$ cat src/sep_pkg.sv
// Shared types and constants of the streaming edge partitioner.
package sep_pkg;

	localparam int VERTICES_DEF = 4096;
	localparam int MACHINES_DEF = 16;

	localparam int VERTEX_W  = 12;
	localparam int MACH_OUT_W = 4;
	localparam int MODE_W    = 2;
	localparam int COUNT_W   = 5;
	localparam int FACTOR_W  = 16;
	localparam int LOAD_W    = 32;
	localparam int LIMIT_W   = 48;
	localparam int CFG_IDX_W = 2;
	localparam int CFG_DATA_W = 16;

	localparam logic [CFG_IDX_W-1:0] CFG_MODE   = 2'd0;
	localparam logic [CFG_IDX_W-1:0] CFG_COUNT  = 2'd1;
	localparam logic [CFG_IDX_W-1:0] CFG_FACTOR = 2'd2;

	localparam logic [MODE_W-1:0] MODE_BROADCAST  = 2'd0;
	localparam logic [MODE_W-1:0] MODE_HASH       = 2'd1;
	localparam logic [MODE_W-1:0] MODE_GREEDY     = 2'd2;
	// The fourth mode code behaves like greedy mode.
	localparam logic [MODE_W-1:0] MODE_GREEDY_ALT = 2'd3;

	localparam logic [MODE_W-1:0]   MODE_RESET   = MODE_BROADCAST;
	localparam logic [COUNT_W-1:0]  COUNT_RESET  = 5'd16;
	localparam logic [FACTOR_W-1:0] FACTOR_RESET = 16'd358;

	// Payload of one edge request.
	typedef struct packed {
		logic [VERTEX_W-1:0] source_vertex;
		logic [VERTEX_W-1:0] dest_vertex;
	} edge_t;

	// Payload of one machine assignment.
	typedef struct packed {
		logic [MACH_OUT_W-1:0] first_machine;
		logic [MACH_OUT_W-1:0] second_machine;
		logic                  send_both;
	} assign_t;

	// Classified request handed from the front part to the back part.
	typedef struct packed {
		logic                  broadcast;
		logic                  hash;
		logic [VERTEX_W-1:0]   src;
		logic [VERTEX_W-1:0]   dst;
	} req_t;

endpackage

$ cat src/sep_front.sv
// Front part: accepts edge requests, classifies them by mode and queues them.
module sep_front (
	input  logic                              clk,
	input  logic                              arst_n,
	input  logic                              in_valid,
	output logic                              in_ready,
	input  logic [sep_pkg::VERTEX_W-1:0]      in_src,
	input  logic [sep_pkg::VERTEX_W-1:0]      in_dst,
	input  logic [sep_pkg::MODE_W-1:0]        mode,
	output logic                              q_valid,
	input  logic                              q_ready,
	output sep_pkg::req_t                     q_data
);
	// Two-entry queue.
	sep_pkg::req_t mem_q [2];
	logic          wp_q, rp_q;
	logic [1:0]    cnt_q;
	sep_pkg::req_t req;
	logic          push, pop;

	assign in_ready = (cnt_q != 2'd2);
	assign push = in_valid && in_ready;
	assign q_valid = (cnt_q != 2'd0);
	assign pop = q_valid && q_ready;
	assign q_data = mem_q[rp_q];

	always_comb begin
		req.broadcast = (mode == sep_pkg::MODE_BROADCAST);
		req.hash = (mode == sep_pkg::MODE_HASH);
		req.src = in_src;
		req.dst = in_dst;
	end

	always_ff @(posedge clk) begin
		if (push) begin
			mem_q[wp_q] <= req;
		end
	end

	always_ff @(posedge clk or negedge arst_n) begin
		if (!arst_n) begin
			wp_q <= 1'b0;
			rp_q <= 1'b0;
			cnt_q <= 2'd0;
		end else begin
			if (push) wp_q <= ~wp_q;
			if (pop) rp_q <= ~rp_q;
			cnt_q <= cnt_q + {1'b0, push} - {1'b0, pop};
		end
	end
endmodule

$ cat config.mk
export PLATFORM = sky130hd
export DESIGN_NAME = sep_front
export DESIGN_NICKNAME = d
export VERILOG_FILES = /design/src/sep_pkg.sv /design/src/sep_front.sv
export SDC_FILE = /design/constraint.sdc
export NUM_CORES = 1
export LEC_CHECK = 0
export BUFFER_PORTS_ARGS = -buffer_cell sky130_fd_sc_hd__buf_4
export CORE_MARGIN = 1
export CORE_UTILIZATION = 35
export DETAILED_ROUTE_END_ITERATION = 10
export SLEW_MARGIN = 15
export SYNTH_ARGS = -nofsm -noshare
export SYNTH_HDL_FRONTEND = slang
export SYNTH_SLANG_ARGS = --single-unit
export TNS_END_PERCENT = 50
$ cat constraint.sdc
create_clock -name clk -period 3.55 [get_ports clk]
set_input_delay 0.355 -clock clk [delete_from_list [all_inputs] [get_ports clk]]
set_output_delay 0.355 -clock clk [all_outputs]
set_load 0.03 [all_outputs]
# After elaboration in Yosys (flattened, before gate mapping)
# Memory sizes are Yosys's and may differ from the RTL's.
# Index checks and enable logic that the tools add are counted.
# word_totals
regBits	4
ramBits	52
word_cells	16
memories	1
# memory_table
name	depth	word_bits	rd	rd_clocked_by_memory_dff	write_ports	line	text
mem_q	2	26	1	0	1	sep_front.sv:15	sep_pkg::req_t mem_q [2];
# classes
add_sub_neg	2
n_eq_ne	2
n_mux	2
n_bitwise	2
n_reduce_logical	4
# op_table
cell	n
2-bit by 1-bit adder with 2-bit output	1
2-bit by 1-bit == test with 1-bit output, second input constant	1
1-bit logical AND	2
2-bit logical NOT	1
1-bit two-way mux	2
2-bit inequality test, second input constant	1
1-bit inverter	2
2-bit nonzero test	1
2-bit by 1-bit subtractor with 2-bit output	1

# Depth between registers and ports, before layout
# depth
ltp_word	4
ltp_mapped	5

# Worst setup path after synthesis
# Ideal clock, no wire load.
# synth_timing
path_type	register to register
start	register cnt_q[0]
end	memory mem_q[0][0] (netlist name) (enable)
setup_time_ps	409
arrival_time_ps	2001
slack_ps	1140
stages_incl_launch_ff	4
n_path_buf	0
period_less_slack_ps	2410
path_cell_list	dfrtp_1 -> nand2b_1 -> nand2_1 -> nor2_1
# synth_via
elab_chain_cells	4
# synth_rtl
element	line	text
from (decl)	sep_front.sv:17	logic [1:0] cnt_q;
from (signal assigned)	sep_front.sv:48	cnt_q <= cnt_q + {1'b0, push} - {1'b0, pop};
2-bit inequality test	sep_front.sv:21	assign in_ready = (cnt_q != 2'd2);
net in_ready	sep_front.sv:6	output logic in_ready,
1-bit logical AND	sep_front.sv:22	assign push = in_valid && in_ready;
1-bit two-way mux	sep_front.sv:35	if (push) begin
1-bit two-way mux (not written as such)	sep_front.sv:36	mem_q[wp_q] <= req;
to (decl)	sep_front.sv:15	
# The timed path passes the listed nets, and every way through them passes these cells.

==> impl_results.md <==
- Total GRT Usage: 11.73%
- P_sw: a little over 0.0008 W
- Layout cells sized above 1: roughly 57%
- Clk_lat worst skew: around 300 ps
- First-pass GRT wire length: around 5.5 mm
- Setup Viol. Count Final: 0
- Die W: roughly 80 um
- Reg2Reg Depth: 4
- Dpl hpwl: 2.336 mm
- CTS root buf: clkbuf_8
- Mapped Cells: approximately 110
- Delay-heaviest family, CP: flip-flops
- Area Growth Syn to Fin: 29.92%
- Clk slew on worst S/H paths: around 90 ps
- Crit path cell chain: mux2_2 -> buf_4
- Pint: 0.001509 W
- Initial drt markers: 30
- Sequential area share after synthesis: approximately four fifths
- Core Area: roughly 5700 um2
- Crit path to: q_data[11]
- Worst setup path startpoint: rp_q$_DFFE_PN0P_
- Status: complete, no violations
- Final Hold Fails: 0
- Critical Path Fanout Max: 27
- Max-slew headroom: roughly 57%
- Max Fclk: 494.5 MHz
- I/O Buffers: 57
- CTS tree: yes
- MaxCap Viol Count: 0
- Syn Area/Cell: 20.11 um2
- Num Clock Sinks: 56
- CP required: about 3200 ps
- Largest net degree at the start of global routing: 28
- Die Ht: approximately 80 um
- Reg-to-Reg End: mem_q[0][19]$_DFFE_PP_
- Fin util: 48.35%
- GRT Residual Overflow: 0
- Critical path type: register to primary output
- ANT cells: 0
- Post-synthesis simple-gate area fraction: roughly 3.5%
- Adder-cell area share of the yosys netlist: 0.5924%
- Seq pwr share: between 40 and 50%
- Syn_nets: between 100 and 150
- Period minus WS final: between 2000 and 2500 ps
- RSZ-0062 raised after global routing: no
- Routed WL: 3.422 mm
- Fin Setup TNS: 0 ps
- Via count: 1113
- Post-synth top area share: 73.93%
- Vias/cell: approximately 4.6
- Initial core utilization: approximately 37%
- Peak supply drop: between 400 and 500 uV
- Routed Antenna Nets: 0
- Leak: 1.031 nW
- Distinct cells, synth: 18
- CTS H-tree lvls: 2
- Nets: approximately 200
- # Post-CTS Setup Buffers: 0
- Worst path slowest cell: dfrtp_2
- I/O Pins: 58
- DIE AREA: 6349 um2
- FP Rows: 27
- Synth area leader: edfxtp_1
- Max incr delay on CP: approximately 800 ps
- Clock power frac: 17.2%
- Top cells by area, synth: edfxtp_1 74%, mux2_2 14%, dfrtp_1 4.7%, xnor2_1 1.2%, buf_2 0.71%
- Clock tree buffer depth: 2
- Post-synthesis mux area share: between 10% and 20%
- Min-delay worst type: input pin to register
- Skew final: around 5.5 ps
- Synth Area in XOR/XNOR: 1.244%
- Final Max Slew Viols: 0
- TritonRoute pass-1 iters: 4
- DRC viols: 0
- #FFs+latches synth: 56
- Largest family of logic cells by synthesized area: multiplexers
- Antenna violations before repair: 0
- Fraction of the mapped netlist area in compound gates: roughly 1.4%
- Period utilization: between 50% and 60%
- Pwr dens: 842.9 nW/um2
- Instance count on the critical path: 2
- Synthesized area: approximately 2100 um2
- CP Capture Type: primary output
- Comb pwr share: between 30% and 40%
- Worst Path Arrival: 1670 ps
- Switching Fraction: roughly a third
- Yosys warnings: 0
- Least-Margin Pin Slew: around 650 ps
- CP bufs+invs: 1
- Post-DR wirelength/cell: 14.20 um
- Num CTS Buffers: 5
- Reg2Reg Setup Slack: between 1500 and 2000 ps
- Routability congestion estimate: between 0.6 and 0.7
- Reg2Reg Launch Point: cnt_q[0]$_DFF_PN0_
- Number of global-route vias before repair: between 1000 and 1500
- CP startpoint kind: register
## repair_timing
| item | 4_1_cts | 5_1_grt |
|---|---|---|
| resized for setup | 0 | 0 |
| hold endpoints to repair | 4 | 0 |
| hold buffers | 1 | 0 |
## power groups by stage
stage                     Sequential (W)  Combinational (W)  Clock [W]
final                            0.00102           0.000900   0.000397
after global routing             0.00104           0.000959   0.000431
after CTS                        0.00102           0.000918   0.000409
after detailed placement         0.00103           0.000913          0
after global placement           0.00102           0.000906          0
after floorplan                 0.000958           0.000662          0
## synthesized netlist by cell type
cell and number:
a311oi_2 1, and2b_1 1, and3_2 1, and4bb_1 1, buf_2 3, dfrtp_1 4
edfxtp_1 52, ha_1 1, mux2_2 26, nand2_1 2, nand2b_1 1, nand3_1 1
nor2_1 4, nor2b_1 1, o21ai_0 1, o21ba_2 1, or2_2 1, xnor2_1 3
## cell usage in the layout (no fill, tap or decap)
cell            n
edfxtp_1       52
nand2b_1        1
dfrtp_2         1
and4bb_1        1
o21ai_0         1
nor2_1          3
or2_2           1
and3_2          1
nand2_1         2
mux2_2         26
clkbuf_1        1
xnor2_1         3
dfrtp_1         3
buf_4          58
dlygate4sd3_1   1
clkbuf_8        5
nor2_2          1
a311oi_2        1
o21ba_2         1
clkinv_2        1
and2b_1         1
ha_1            1
nand3_1         1
bufinv_16       1
nor2b_1         1
## flip-flops by register name, indices dropped and copies added (netlist names)
name   count
rp_q       1
cnt_q      2
wp_q       1
mem_q     52
## worst min path at each step
stage,from,endpoint,slack (ps),depth (start not counted)
after floorplan,arst_n,cnt_q[0]$_DFF_PN0_,60,0
after global placement,arst_n,cnt_q[0]$_DFF_PN0_,150,1
after detailed placement,arst_n,cnt_q[0]$_DFF_PN0_,160,1
after CTS,in_dst[4],mem_q[0][4]$_DFFE_PP_,220,1
after global routing,in_src[11],mem_q[1][23]$_DFFE_PP_,220,1
final,in_src[6],mem_q[0][18]$_DFFE_PP_,240,1
## layout make-up
cell class | instances | area [um2]
clock inverter | 2 | 35.03
clock buffer | 6 | 72.57
fill | 482 | 2932
tap | 72 | 90.09
sequential | 56 | 1663
timing repair buffer | 59 | 445.4
multi-input combinational | 46 | 437.9
## per-layer routing
layer,GRT usage [%],vias up,part of all wire [%]
met1,14.16,536,45
li1,-,529,-
met5,0,-,0
met2,20.17,44,48
met4,3.273,0,0.85
met3,3.543,4,6.1
## stage by stage
step | setup WS (ps) | cell area [um2] | power [W] | hold WS (ps) | cells
after global placement | 1483 | 2625 | 0.001929 | 154.7 | 232
after global routing | 1426 | 2744 | 0.002432 | 217.2 | 241
after CTS | 1136 | 2743 | 0.002346 | 223.8 | 241
after detailed placement | 1480 | 2625 | 0.001947 | 158.7 | 232
final | 1528 | 2744 | 0.002313 | 236.9 | 241
after floorplan | 1140 | 2112 | 0.001620 | 59.41 | 105
## kinds of logic (layout without fill, tap and decap cells)
kind of cell    Yosys count  count (layout)
xor+xnor                  3               3
buf+inv                   3              67
simple gates             13              13
compound gates            3               3
fa+ha+maj                 1               1
flops                    56              56
mux                      26              26
No activity file was read; power rests on OpenSTA's default activity.
